## config.mk

```make
export PLATFORM = sky130hd
export DESIGN_NAME = hysteresis_source_switch_at_gap_flat
export DESIGN_NICKNAME = d
export VERILOG_FILES = /design/src/hdl/hssg_pkg.sv /design/src/hdl/hssg_stream_if.sv /design/src/hdl/hysteresis_source_switch_at_gap.sv /design/src/flat_wrapper.sv
export SDC_FILE = /design/constraint.sdc
export NUM_CORES = 1
export LEC_CHECK = 0
export ABC_AREA = 1
export BUFFER_PORTS_ARGS = -buffer_cell sky130_fd_sc_hd__buf_2
export CAP_MARGIN = 30
export CORE_ASPECT_RATIO = 2
export CORE_MARGIN = 2
export CORE_UTILIZATION = 45
export CTS_CLUSTER_DIAMETER = 100
export DETAILED_ROUTE_END_ITERATION = 8
export RECOVER_POWER = 50
export REMOVE_ABC_BUFFERS = 1
export SYNTH_ARGS = -nofsm -noshare
export SYNTH_HDL_FRONTEND = slang
export SYNTH_SLANG_ARGS = --single-unit
```

## constraint.sdc

```tcl
create_clock -name clk -period 3.9 [get_ports clk]
set_input_delay 0.195 -clock clk [delete_from_list [all_inputs] [get_ports clk]]
set_output_delay 0.195 -clock clk [all_outputs]
set_load 0.01 [all_outputs]
```

## src/hdl/hssg_pkg.sv

```systemverilog
`default_nettype none
package hssg_pkg;

	localparam int unsigned THRESH_W = 16;
	localparam int unsigned COUNT_W = 8;
	localparam int unsigned CHAR_W = 8;
	localparam int unsigned CFG_INDEX_W = 2;
	localparam int unsigned CFG_DATA_W = 16;

	localparam logic [1:0] ACT_RATIO = 2'd0;
	localparam logic [1:0] ACT_PRIMARY = 2'd1;
	localparam logic [1:0] ACT_FALLBACK = 2'd2;
	localparam logic [1:0] ACT_RESTART = 2'd3;

	localparam logic [CFG_INDEX_W-1:0] REG_LOW_THRESHOLD = 2'd0;
	localparam logic [CFG_INDEX_W-1:0] REG_HIGH_THRESHOLD = 2'd1;
	localparam logic [CFG_INDEX_W-1:0] REG_FALL_SAMPLES = 2'd2;
	localparam logic [CFG_INDEX_W-1:0] REG_RISE_SAMPLES = 2'd3;

	localparam logic [THRESH_W-1:0] LOW_THRESHOLD_RESET = 16'd9830;
	localparam logic [THRESH_W-1:0] HIGH_THRESHOLD_RESET = 16'd16384;
	localparam logic [COUNT_W-1:0] FALL_SAMPLES_RESET = 8'd3;
	localparam logic [COUNT_W-1:0] RISE_SAMPLES_RESET = 8'd3;

	localparam logic [CHAR_W-1:0] SPACE_CHAR = 8'h20;
	localparam logic [COUNT_W-1:0] COUNT_MAX = {COUNT_W{1'b1}};

	localparam logic OWNER_PRIMARY = 1'b0;
	localparam logic OWNER_FALLBACK = 1'b1;

	typedef struct packed {
		logic [1:0] action;
		logic [THRESH_W-1:0] ratio;
		logic [CHAR_W-1:0] text_char;
		logic chunk_end;
	} in_item_t;

	typedef struct packed {
		logic out_valid;
		logic [CHAR_W-1:0] out_char;
		logic from_fallback;
		logic owner_changed;
		logic current_owner;
	} out_item_t;

endpackage
`default_nettype wire

```

## src/hdl/hssg_stream_if.sv

```systemverilog
`default_nettype none
interface hssg_stream_if #(
	parameter type T = logic
);
	logic valid;
	logic ready;
	T payload;

	modport source (output valid, output payload, input ready);
	modport sink (input valid, input payload, output ready);
endinterface
`default_nettype wire

```

## src/hdl/hysteresis_source_switch_at_gap.sv

```systemverilog
`default_nettype none
// Arbiter between a primary and a fallback Morse text decoder.
// The items channel carries one action per item: a keying-ratio sample,
// a character from either decoder, or a restart. The results channel
// returns exactly one result per item, in order, telling whether the
// character was forwarded, from which decoder, and who owns the output.
// An accepted item is held in the input stage and its result is loaded
// into the output register when that register is free, from where it
// can be taken. The whole update is a few compares and an 8-bit counter
// step, so one item is accepted every cycle when the receiver keeps up.
// When the receiver stalls, the output register holds its result; one
// more item may enter the input stage, after which ready drops until the
// result is taken.
// Reset returns the thresholds and run lengths to their defaults and
// clears the arbitration state. The user must write configuration via the
// plain write port only while no item is in flight, unchecked by the block.
module hysteresis_source_switch_at_gap (
	input wire logic clk,
	input wire logic arst_n,
	input wire logic cfg_we,
	input wire logic [hssg_pkg::CFG_INDEX_W-1:0] cfg_index,
	input wire logic [hssg_pkg::CFG_DATA_W-1:0] cfg_data,
	hssg_stream_if.sink items,
	hssg_stream_if.source results
);
	import hssg_pkg::*;

	logic [THRESH_W-1:0] low_threshold_q;
	logic [THRESH_W-1:0] high_threshold_q;
	logic [COUNT_W-1:0] fall_samples_q;
	logic [COUNT_W-1:0] rise_samples_q;

	logic owner_q, desired_q, seeded_q, gap_seen_q;
	logic [COUNT_W-1:0] fade_run_q, solid_run_q;

	logic valid_s1;
	in_item_t item_s1;
	logic valid_s2;
	out_item_t res_s2;

	logic advance;
	logic owner_d, desired_d, seeded_d, gap_seen_d;
	logic [COUNT_W-1:0] fade_run_d, solid_run_d;
	out_item_t res_d;
	logic is_low, is_high, src;

	assign advance = !valid_s2 || results.ready;
	assign items.ready = !valid_s1 || advance;
	assign results.valid = valid_s2;
	assign results.payload = res_s2;

	always_ff @(posedge clk or negedge arst_n) begin
		if (!arst_n) begin
			low_threshold_q <= LOW_THRESHOLD_RESET;
			high_threshold_q <= HIGH_THRESHOLD_RESET;
			fall_samples_q <= FALL_SAMPLES_RESET;
			rise_samples_q <= RISE_SAMPLES_RESET;
		end else if (cfg_we) begin
			case (cfg_index)
				REG_LOW_THRESHOLD: low_threshold_q <= cfg_data;
				REG_HIGH_THRESHOLD: high_threshold_q <= cfg_data;
				REG_FALL_SAMPLES: fall_samples_q <= cfg_data[COUNT_W-1:0];
				REG_RISE_SAMPLES: rise_samples_q <= cfg_data[COUNT_W-1:0];
				default: ;
			endcase
		end
	end

	always_comb begin
		owner_d = owner_q;
		desired_d = desired_q;
		seeded_d = seeded_q;
		gap_seen_d = gap_seen_q;
		fade_run_d = fade_run_q;
		solid_run_d = solid_run_q;
		res_d = '0;
		is_low = item_s1.ratio < low_threshold_q;
		is_high = item_s1.ratio > high_threshold_q;
		src = (item_s1.action == ACT_FALLBACK);
		case (item_s1.action)
			ACT_RATIO: begin
				if (!seeded_q) begin
					seeded_d = 1'b1;
					owner_d = is_low ? OWNER_FALLBACK : OWNER_PRIMARY;
					desired_d = owner_d;
					if (owner_d != owner_q) begin
						res_d.owner_changed = 1'b1;
						gap_seen_d = 1'b0;
					end
				end
				if (is_low) begin
					solid_run_d = '0;
					if (fade_run_q != COUNT_MAX) begin
						fade_run_d = fade_run_q + 1'b1;
					end
					if (fade_run_d >= fall_samples_q) begin
						desired_d = OWNER_FALLBACK;
					end
				end else if (is_high) begin
					fade_run_d = '0;
					if (solid_run_q != COUNT_MAX) begin
						solid_run_d = solid_run_q + 1'b1;
					end
					if (solid_run_d >= rise_samples_q) begin
						desired_d = OWNER_PRIMARY;
					end
				end
			end
			ACT_PRIMARY, ACT_FALLBACK: begin
				if (src == owner_q) begin
					res_d.out_valid = 1'b1;
					res_d.out_char = item_s1.text_char;
					res_d.from_fallback = src;
					if (item_s1.text_char == SPACE_CHAR) begin
						gap_seen_d = 1'b1;
					end
					if (item_s1.chunk_end) begin
						if (gap_seen_d && (desired_q != owner_q)) begin
							owner_d = desired_q;
							res_d.owner_changed = 1'b1;
						end
						gap_seen_d = 1'b0;
					end
				end
			end
			default: begin
				owner_d = OWNER_PRIMARY;
				desired_d = OWNER_PRIMARY;
				seeded_d = 1'b0;
				gap_seen_d = 1'b0;
				fade_run_d = '0;
				solid_run_d = '0;
			end
		endcase
		res_d.current_owner = owner_d;
	end

	always_ff @(posedge clk or negedge arst_n) begin
		if (!arst_n) begin
			valid_s1 <= 1'b0;
			valid_s2 <= 1'b0;
			owner_q <= OWNER_PRIMARY;
			desired_q <= OWNER_PRIMARY;
			seeded_q <= 1'b0;
			gap_seen_q <= 1'b0;
			fade_run_q <= '0;
			solid_run_q <= '0;
		end else begin
			if (items.ready) begin
				valid_s1 <= items.valid;
			end
			if (advance) begin
				valid_s2 <= valid_s1;
			end
			if (advance && valid_s1) begin
				owner_q <= owner_d;
				desired_q <= desired_d;
				seeded_q <= seeded_d;
				gap_seen_q <= gap_seen_d;
				fade_run_q <= fade_run_d;
				solid_run_q <= solid_run_d;
			end
		end
	end

	always_ff @(posedge clk) begin
		if (items.valid && items.ready) begin
			item_s1 <= items.payload;
		end
		if (advance && valid_s1) begin
			res_s2 <= res_d;
		end
	end

`ifndef SYNTH
	a_forward_source: assert property (@(posedge clk) disable iff (!arst_n)
		valid_s2 && res_s2.out_valid && !res_s2.owner_changed
		|-> res_s2.from_fallback == res_s2.current_owner)
		else $error("forwarded item does not match the owner");

	a_muted_clean: assert property (@(posedge clk) disable iff (!arst_n)
		valid_s2 && !res_s2.out_valid |-> res_s2.out_char == '0 && !res_s2.from_fallback)
		else $error("dropped item carries a character");

	a_state_holds: assert property (@(posedge clk) disable iff (!arst_n)
		!(advance && valid_s1) |=> $stable(owner_q) && $stable(desired_q)
		&& $stable(fade_run_q) && $stable(solid_run_q))
		else $error("arbitration state moved without an item");

	a_ready_full: assert property (@(posedge clk) disable iff (!arst_n)
		!items.ready |-> valid_s1 && valid_s2 && !results.ready)
		else $error("input stalled while the pipeline has room");

	a_owner_report: assert property (@(posedge clk) disable iff (!arst_n)
		advance && valid_s1 |=> res_s2.current_owner == owner_q)
		else $error("reported owner differs from the stored owner");
`endif

endmodule
`default_nettype wire

```

## src/flat_wrapper.sv

```systemverilog
// flat-port wrapper written by rule: the top's interface ports become plain ports
module hysteresis_source_switch_at_gap_flat import hssg_pkg::*;
  (clk, arst_n, cfg_we, cfg_index, cfg_data, items_valid, items_payload, items_ready, results_valid, results_payload, results_ready);
  hssg_stream_if #(.T(in_item_t)) items_i ();
  hssg_stream_if #(.T(out_item_t)) results_i ();
  input wire logic clk;
  input wire logic arst_n;
  input wire logic cfg_we;
  input wire logic [hssg_pkg::CFG_INDEX_W-1:0] cfg_index;
  input wire logic [hssg_pkg::CFG_DATA_W-1:0] cfg_data;
  input wire logic [$bits(items_i.valid)-1:0] items_valid;
  input wire logic [$bits(items_i.payload)-1:0] items_payload;
  output wire logic [$bits(items_i.ready)-1:0] items_ready;
  output wire logic [$bits(results_i.valid)-1:0] results_valid;
  output wire logic [$bits(results_i.payload)-1:0] results_payload;
  input wire logic [$bits(results_i.ready)-1:0] results_ready;
  assign items_i.valid = items_valid;
  assign items_i.payload = items_payload;
  assign items_ready = items_i.ready;
  assign results_valid = results_i.valid;
  assign results_payload = results_i.payload;
  assign results_i.ready = results_ready;
  hysteresis_source_switch_at_gap u_core (.clk(clk), .arst_n(arst_n), .cfg_we(cfg_we), .cfg_index(cfg_index), .cfg_data(cfg_data), .items(items_i), .results(results_i));
endmodule
```

Word-level counts from Yosys, hierarchy flattened
Index checks and enable logic that the tools add are counted.
W data, S select, Z words.
{"block": "totals", "reg_bits": 109, "out_inout_bits": 14, "wordCells": 101}
{"block": "classes", "n_mux": 40, "bitwise": 1, "n_lt_le_gt_ge": 4, "eq_ne": 15, "reduce_logical": 18, "n_addsub": 2}
{"cell": "$mux W8", "n": 11}
{"cell": "$pmux W8 S2", "n": 2}
{"cell": "$mux W1", "n": 21}
{"cell": "$add A8 B1 Y8 const B", "n": 2}
{"cell": "$ge A8 B8 Y1", "n": 2}
{"cell": "$gt A16 B16 Y1", "n": 1}
{"cell": "$lt A16 B16 Y1", "n": 1}
{"cell": "$ne A8 B8 Y1 const B", "n": 2}
{"cell": "$reduce_and A2 Y1", "n": 6}
{"cell": "$mux W11", "n": 1}
{"cell": "$pmux W1 S2", "n": 5}
{"cell": "$eq A8 B6 Y1 const B", "n": 1}
{"cell": "$eq A2 B2 Y1 const B", "n": 3}
{"cell": "$eq A2 B1 Y1 const B", "n": 2}
{"cell": "$logic_not A2 Y1", "n": 2}
{"cell": "$ne A2 B1 Y1 const B", "n": 2}
{"cell": "$reduce_and A4 Y1", "n": 1}
{"cell": "$logic_and A1 B1 Y1", "n": 3}
{"cell": "$ne A3 B1 Y1 const B", "n": 1}
{"cell": "$reduce_and A3 Y1", "n": 1}
{"cell": "$logic_not A1 Y1", "n": 2}
{"cell": "$logic_or A1 B1 Y1", "n": 2}
{"cell": "$ne A1 B1 Y1", "n": 2}
{"cell": "$ne A2 B2 Y1 const B", "n": 1}
{"cell": "3 further kinds", "n": 3}

Logic depth before layout (Yosys ltp)
Gate-level depths: netlist (run 1).
{"block": "depth", "word_depth": 10, "depth_mapped": 17, "ltp_nobuf": 17}

Worst setup path after synthesis (run 1)
No wires, ideal clock.
{"block": "synth_path", "path_kind": "reg2reg", "start": "reg u_core.solid_run_q[0]", "end": "reg u_core.desired_q", "required_ns": 3.783, "t_arrival_ns": 2.100, "path_slack_ns": 1.682, "setup_ns": 0.117, "period_less_slack_ns": 2.218, "path_buffers": 0, "stages_incl_launch_ff": 14, "path_cell_list": "dfrtp_1 -> ha_1 -> nand3_1 -> nor3_2 -> nand2_2 -> mux2_4 -> ha_1 -> a21oi_1 -> o21ai_0 -> nand2_1 -> o2111ai_1 -> nand3_1 -> nand3_1 -> nand2_1"}
{"block": "synth_between", "elab_chain_len": 10}
{"item": "from (decl)", "line_no": "hysteresis_source_switch_at_gap.sv:34", "text": "logic [COUNT_W-1:0] fade_run_q, solid_run_q;"}
{"item": "from (signal assigned)", "line_no": "hysteresis_source_switch_at_gap.sv:161", "text": "solid_run_q <= solid_run_d;"}
{"item": "$add A8 B1 Y8 or $ne A8 B8 Y1 (tied branches)", "line_no": "hysteresis_source_switch_at_gap.sv:102, hysteresis_source_switch_at_gap.sv:101"}
{"item": "$mux W8 *", "line_no": "hysteresis_source_switch_at_gap.sv:101", "text": "if (solid_run_q != COUNT_MAX) begin"}
{"item": "$mux W8 *", "line_no": "hysteresis_source_switch_at_gap.sv:99", "text": "end else if (is_high) begin"}
{"item": "$mux W8 *", "line_no": "hysteresis_source_switch_at_gap.sv:91", "text": "if (is_low) begin"}
{"item": "$mux W8 *", "line_no": "hysteresis_source_switch_at_gap.sv:80", "text": "case (item_s1.action)"}
{"item": "$ge A8 B8 Y1 *", "line_no": "hysteresis_source_switch_at_gap.sv:104", "text": "if (solid_run_d >= rise_samples_q) begin"}
{"item": "$mux W1 *", "line_no": "hysteresis_source_switch_at_gap.sv:104"}
{"item": "$mux W1 *", "line_no": "hysteresis_source_switch_at_gap.sv:99"}
{"item": "$mux W1 *", "line_no": "hysteresis_source_switch_at_gap.sv:91"}
{"item": "$pmux W1 S2 *", "line_no": "hysteresis_source_switch_at_gap.sv:80"}
{"item": "to (signal assigned)", "line_no": "hysteresis_source_switch_at_gap.sv:157", "text": "desired_q <= desired_d;"}
{"item": "to (decl)", "line_no": "hysteresis_source_switch_at_gap.sv:33", "text": "logic owner_q, desired_q, seeded_q, gap_seen_q;"}
Every way passes the cells marked *; elsewhere a longest branch is shown, timed or not. The select of a mux whose other input is x is not followed.
A chain may end at the register's enable or synchronous reset.

==> results of run 1 <==
[registers in the layout, indices dropped and copies added, names as in the netlist, 8 cells and up]
signal	flops
u_core.item_s1	27
u_core.high_threshold_q	16
u_core.low_threshold_q	16
u_core.results.payload	12
u_core.fade_run_q	8
u_core.fall_samples_q	8
u_core.rise_samples_q	8
u_core.solid_run_q	8
[power groups by stage]
stage / logic, W / clock network, W / registers, W
after floorplan: 0.000413 / 0 / 0.00145
after global placement: 0.000594 / 0 / 0.00146
after detailed placement: 0.000616 / 0 / 0.00146
after CTS: 0.000625 / 0.000998 / 0.00144
after global routing: 0.000720 / 0.00104 / 0.00146
final: 0.000607 / 0.000967 / 0.00144
[cell usage after synthesis, types with 2 or more instances]
cell type	n
clkbuf_1	7
a21oi_1	27
xor2_1	5
o2111ai_1	2
nand3_1	20
nor2_2	2
dfrtp_1	58
nor2_4	2
nand2_4	2
dfstp_2	12
nor2_1	28
nor3_1	3
inv_2	4
edfxtp_1	39
nand2_2	8
o21ai_2	15
inv_1	109
o21bai_1	2
o21ai_0	57
xnor2_1	5
buf_6	3
ha_1	52
nand2_1	153
nand4_1	8
[final cells by class]
cell class | count | area share [%]
Inverter | 113 | 6.36
Clock buffer | 9 | 3.38
Multi-Input combinational cell | 401 | 35.6
Sequential cell | 109 | 44.0
Clock inverter | 7 | 1.35
Tap cell | 150 | 2.81
Timing Repair Buffer | 77 | 6.47
[cells by family (layout without fill, tap and decap cells)]
family,Yosys count,count (layout),share of synthesized area [%]
and+or+nand+nor,231,231,17.3
buffers and inverters,125,206,8.49
DFF,109,109,50.6
AOI/OAI and AO/OA,106,106,10.4
adders and majority gates,52,52,11.2
xor gates and xnor gates,10,10,1.51
muxes,2,2,0.452
[final timing paths]
| path | from | end | cells past startpoint |
|---|---|---|---|
| hold reg to reg | u_core.high_threshold_q[8] | u_core.high_threshold_q[8] | 2 |
| setup reg to reg | u_core.solid_run_q[0] | u_core.desired_q | 13 |
| hold / removal | items_payload[24] | u_core.item_s1[24] | 1 |
| max in group clk | u_core.solid_run_q[0] | u_core.desired_q | 13 |
| min in group asynchronous | arst_n | u_core.solid_run_q[3] | 2 |
| setup / recovery | arst_n | u_core.high_threshold_q[14] | 4 |
[timing repair]
item / CTS / global route
endpoints found under the hold margin: 13 / 3
setup buffers: 0 / 0
hold buffers: 8 / 3
resized for setup: 0 / 0
setup endpoints to repair: 0 / 0
[metal layers]
| metal | GRT usage [%] | routed length [um] | vias up |
|---|---|---|---|
| met5 | 0 | 0 | - |
| met4 | 6.30 | 243 | 0 |
| met3 | 2.65 | 221 | 15 |
| met2 | 36.7 | 6840 | 50 |
| met1 | 19.0 | 4450 | 2012 |
| li1 | - | - | 2198 |
[cell usage in the layout (no fill, tap or decap), drive strengths merged, types with 2 or more instances in the layout]
| cell | n |
|---|---|
| nand3 | 21 |
| o2111ai | 2 |
| edfxtp | 39 |
| xor2 | 5 |
| nor3 | 4 |
| a21oi | 27 |
| nand2 | 163 |
| dlygate4sd3 | 11 |
| buf | 49 |
| mux2 | 2 |
| o21ai | 73 |
| dfstp | 12 |
| clkbuf | 26 |
| nand4 | 9 |
| inv | 117 |
| xnor2 | 5 |
| o21bai | 2 |
| nor2 | 32 |
| dfrtp | 58 |
| clkinv | 2 |
| ha | 52 |
[per-stage QoR]
step / cells / total power (W) / cell area, sq um
2_1_floorplan: 623 / 0.00187 / 5740
3_3_place_gp: 837 / 0.00205 / 6250
3_5_place_dp: 838 / 0.00208 / 6260
4_1_cts: 862 / 0.00306 / 6660
5_1_grt: 866 / 0.00322 / 6670
6_report: 866 / 0.00301 / 6670
==> flow_summary.yaml, run 1 <==
worst_setup_path:
  path_common_cell: "clkbuf_1"
  required_ns: 4.36
  crit_fanout: 35
  path_buf_inv: 4
  worst-r2r-setup-slack_ns: 1.43
  critPathMaxStageDelay_ns: 1.43
  crit_chain: "dlygate4sd3_1, clkbuf_1, clkbuf_1, buf_4"
  slowest_stage: "clkbuf_1"
  critPathLaunchType: "primary input"
  cpLargestDelayFamily: "buffers and inverters"
  critPathKind: "primary input to async pin"
  cp_data_arrival_time_ns: 3.05
  critPathCaptureType: "async pin"
sta:
  layout_setup_ws_ns: 1.30
  max_freq_ghz: 0.385
  skew_ns: 0.00953
  setup-tns-final_ns: 0
  max_slew.worst_pin.slew_ns: 1.94
  worst_hold_slack_ns: 0.0168
  period_share_pct: 66.6
  report.final.slew_viol_count: 36
  hold_violations: 0
  rsz0062_at_grt: "false"
  finalSetupViolCount: 0
  max_slew_margin_pct: -29.5
  fin_crit_ns: 2.60
synth:
  postSynth.asyncResetShare_pct: 64.2
  yosys_most_used_dff: "dfrtp_1"
  synth-seq-cells: 109
  synth_area_sq_um: 5810
  ys_warn_count: 0
  yosys.area.top_type_share_pct: 25.0
  synth_cells: 635
  synth-edff-count: 39
  synth_top_area_cell: "dfrtp_1"
  syn_area_per_cell_sq_um: 9.14
  synth_seq_area_share_pct: 50.6
  ys_types: 36
  ys_top_cells_by_area: "dfrtp_1 (25%), edfxtp_1 (20%), ha_1 (11%), nand2_1 (9.9%), inv_1 (7.0%)"
route:
  drt_first_pass_iters: 4
  wirelength_um: 11800
  ant_nets: 0
  vias_per_cell: 4.94
  wl_per_cell_um: 13.6
  num_vias: 4275
  drt-initial-drc-count: 159
  remaining_drc_errors: 0
floorplan:
  coreArea_sq_um: 12600
  pin_count: 64
  die-area_sq_um: 13900
  fp.dieH_um: 165
  start_util_pct: 46.3
  num_rows: 58
  die_x_um: 84.3
global_route:
  grt_pass1_vias: 4427
  overflow: 0
  track_usage_pct: 18.4
  grt_max_degree: 41
  grt_pass1_wl_um: 20100
  grt_antenna_before_repair: 0
cells_and_area:
  multiInputGateArea_sq_um: 2380
  antennaDiodeCount: 0
  drive_above_1_share_pct: 16.3
  fillers: 1195
  regArea_sq_um: 2940
  final_core_util_pct: 53.1
  area_delta_synth_final_pct: 14.9
  layout.nets: 813
place:
  dp_hpwl_um: 9150
  pre_cts_slack_ns: 1.46
  port-buffer-count: 63
  place_congestion: 0.857
clocking:
  cts.sinks: 109
  clk_pin_slew_ns: 0.07
  root_buffer: "clkbuf_16"
  cts_buffers: 9
  clkLatencyLatePin_ns: 0.35
  cts_max_path_buffers: 2
  cts_tree: "done"
  cts_max_level: 3
job:
  drv_cap: 1
power:
  p_clk_share_pct: 32.1
  ir_drop_mv: 0.339
  netSwitchingPower_w: 0.000914
  power_frac_seq_pct: 47.8
  power_density_nw_per_um2: 452
  swShare_pct: 30.3
  p_comb_share_pct: 20.1
  p_leak_nw: 3.29
  p_int_w: 0.00210
run_status:
  outcome: "finished with violations"
  failed_checks: "max-capacitance violations, max-slew violations"
hold_path:
  hold_path.class: "primary input to register"
No activity file was read; power rests on OpenSTA's default activity.
==> inputs of run 2 (changes only) <==
Settings changed: ABC_AREA 1 to 0.
Clock period 3.9 ns to 2.65 ns, I/O delays scaled along.
==> flow_summary.yaml, run 2 <==
run_status:
  outcome: "finished with violations"
  failed_checks: "max-capacitance violations, max-slew violations"
synth:
  synthAdderAreaFrac_pct: 11.5
  ys_types: 53
  synth_cells: 506
  synth_most_common_cell: "dfrtp_1"
  synth-edff-count: 39
  synth_mux_area_share_pct: 7.87
  synth_area_sq_um: 5660
  synth_compound_area_share_pct: 10.9
  ys_warn_count: 0
  synth_xor_area_share_pct: 0.774
  postSynth.asyncResetShare_pct: 64.2
  ys_top_cells_by_area: "dfrtp_1 (26%), edfxtp_1 (21%), ha_1 (12%), mux2_2 (7.2%), dfstp_2 (5.6%)"
  yosys.area_share.simple_pct: 12.9
  syn_area_per_cell_sq_um: 11.2
  synth_seq_area_share_pct: 51.9
  netlist_top_cells_count: "dfrtp_1 (58), ha_1 (52), inv_1 (52)"
  yosys.area.top_type_share_pct: 25.7
  yosys_most_used_dff: "dfrtp_1"
  synth-seq-cells: 109
  synth_top_area_cell: "dfrtp_1"
  synth_top_family_by_area: "simple AND/OR/NAND/NOR gates"
clocking:
  cts_tree: "done"
  cts_max_path_buffers: 2
  cts_max_level: 3
  clk_pin_slew_ns: 0.07
  clkLatencyLatePin_ns: 0.35
  root_buffer: "clkbuf_16"
  cts.sinks: 109
  cts_buffers: 9
worst_setup_path:
  crit_fanout: 3
  crit_chain: "inv_1, ha_1, or3_1, o211a_1, a211oi_2, xnor2_1, or4b_1, o21ai_0"
  endpoint: "u_core.results.payload[1]"
  worst-r2r-setup-slack_ns: 0.06
  crit_start: "u_core.low_threshold_q[1]"
  timing.rr.end: "u_core.results.payload[1]"
  r2r_cells: 8
  rr_startpoint: "u_core.low_threshold_q[1]"
  critPathCaptureType: "register"
  critPathLaunchType: "register"
  cp_data_arrival_time_ns: 2.77
  slowest_stage: "dfstp_2"
  required_ns: 2.83
  critPathMaxStageDelay_ns: 0.52
  critPathKind: "register to register"
floorplan:
  fp.dieH_um: 163
  die_x_um: 83.3
  die-area_sq_um: 13500
  pin_count: 64
  coreArea_sq_um: 12400
  start_util_pct: 45.6
  num_rows: 58
sta:
  report.final.slew_viol_count: 30
  skew_ns: 0.00946
  hold_violations: 0
  period_share_pct: 97.8
  layout_setup_ws_ns: 0.0581
  max_slew.worst_pin.slew_ns: 1.79
  max_freq_ghz: 0.386
  worst_hold_slack_ns: 0.00805
  setup-tns-final_ns: 0
  fin_crit_ns: 2.59
  rsz0062_at_grt: "true"
  max_slew_margin_pct: -19.5
  finalSetupViolCount: 0
cells_and_area:
  final_cell_mix: "dfrtp_1 (58), inv_1 (52), ha_1 (50), buf_2 (46), nand2_1 (45)"
  stdcell_count: 780
  layout_commonest_cell: "dfrtp_1"
  regMostFlops: "u_core.item_s1"
  drive_above_1_share_pct: 23.5
  antennaDiodeCount: 0
  layout.nets: 727
  fillers: 1114
  largest_reg_flops: 27
  top_regs: "u_core.item_s1 x27, u_core.high_threshold_q x16, u_core.low_threshold_q x16"
  area_delta_synth_final_pct: 22.8
route:
  wl_per_cell_um: 15.6
  remaining_drc_errors: 0
  wirelength_um: 12200
  ant_nets: 0
  drt_first_pass_iters: 5
  vias_per_cell: 5.26
  num_vias: 4099
  drt-initial-drc-count: 173
place:
  dp.cells: 729
  port-buffer-count: 63
  dp_hpwl_um: 8830
  pre_cts_slack_ns: -0.0376
  place_congestion: 0.837
global_route:
  overflow: 0
  grt_pass1_wl_um: 20300
  track_usage_pct: 18.9
  grt_antenna_before_repair: 0
  grt_max_degree: 42
  grt_pass1_vias: 4113
job:
  drv_cap: 1
power:
  power_density_nw_per_um2: 632
  p_leak_nw: 3.14
  ir_drop_mv: 0.414
hold_path:
  hold_path.class: "primary input to register"
==> run 2: cell count changes after synthesis, moves of 5 or more <==
| cell | change |
|---|---|
| o21ai_0 | -27 |
| inv_1 | -57 |
| nor2_1 | -12 |
| mux2_2 | +35 |
| and3_1 | +13 |
| nand3b_1 | +5 |
| o21a_1 | +6 |
| nand2_1 | -108 |
| o21ai_2 | -14 |
| and2_1 | +13 |
| nand2_2 | -8 |
==> run 2: how the worst min path moves through the flow <==
stage | slack, ns | end | start | cells past startpoint
finish | 0.008 | u_core.low_threshold_q[11] | cfg_data[11] | 3
global route | 0.009 | u_core.low_threshold_q[11] | cfg_data[11] | 3
CTS | 0.0004 | u_core.low_threshold_q[11] | cfg_data[11] | 3
detailed placement | 0.24 | u_core.high_threshold_q[15] | arst_n | 1
global placement | 0.24 | u_core.high_threshold_q[15] | arst_n | 1
floorplan | -0.16 | u_core.desired_q | arst_n | 0
==> run 2: routing by layer <==
layer  track usage, %  wire [um]
met1             24.7       5540
met2             32.2       6010
met3             3.24        461
met4             5.81        159
met5                0          0
==> run 2: timing repair <==
action	4_1_cts	5_1_grt
hold endpoints to repair	53	0
setup endpoints to repair	1	8
gates resized for setup	2	20
buffers inserted	1	2
pin swaps	0	6
hold buffers	32	0
==> run 2: cell type report <==
| class | instances | area, sq um | share of cell area, % |
|---|---|---|---|
| Clock inverter | 6 | 50.0 | 0.720 |
| Sequential cell | 109 | 2940 | 42.3 |
| Multi-Input combinational cell | 335 | 2560 | 36.9 |
| Clock buffer | 10 | 229 | 3.29 |
| Tap cell | 150 | 188 | 2.70 |
| Timing Repair Buffer | 118 | 788 | 11.3 |
| Inverter | 52 | 195 | 2.81 |
==> run 2: power by group <==
group | total (W) | switching, W | internal (W)
Combinational | 0.000999 | 0.000527 | 0.000472
Sequential | 0.00213 | 0.000123 | 0.00200
Clock | 0.00126 | 0.000618 | 0.000646
Total | 0.00439 | 0.00127 | 0.00312
==> run 2: cells by family after synthesis <==
logic type / after synthesis
compound gates: 97
xor+xnor: 5
fa+ha+maj: 52
buf+inv: 62
flops: 109
mux: 40
simple gates: 141
==> run 2: critical path, delay by kind of cell (launching register included) <==
kind / cells / cell delay (ns)
simple gates: 2 / 0.84
compound gates: 3 / 0.71
flops: 1 / 0.52
fa+ha+maj: 1 / 0.18
xor+xnor: 1 / 0.13
buf+inv: 1 / 0.05
==> run 2: stage by stage <==
step	total power (W)	utilization, %	instance area (sq um)
finish	0.00439	56.0	6950
floorplan	0.00275	-	5620
CTS	0.00441	55.6	6900
detailed placement	0.00309	50.7	6290
global route	0.00465	56.0	6950
global placement	0.00308	50.7	6290
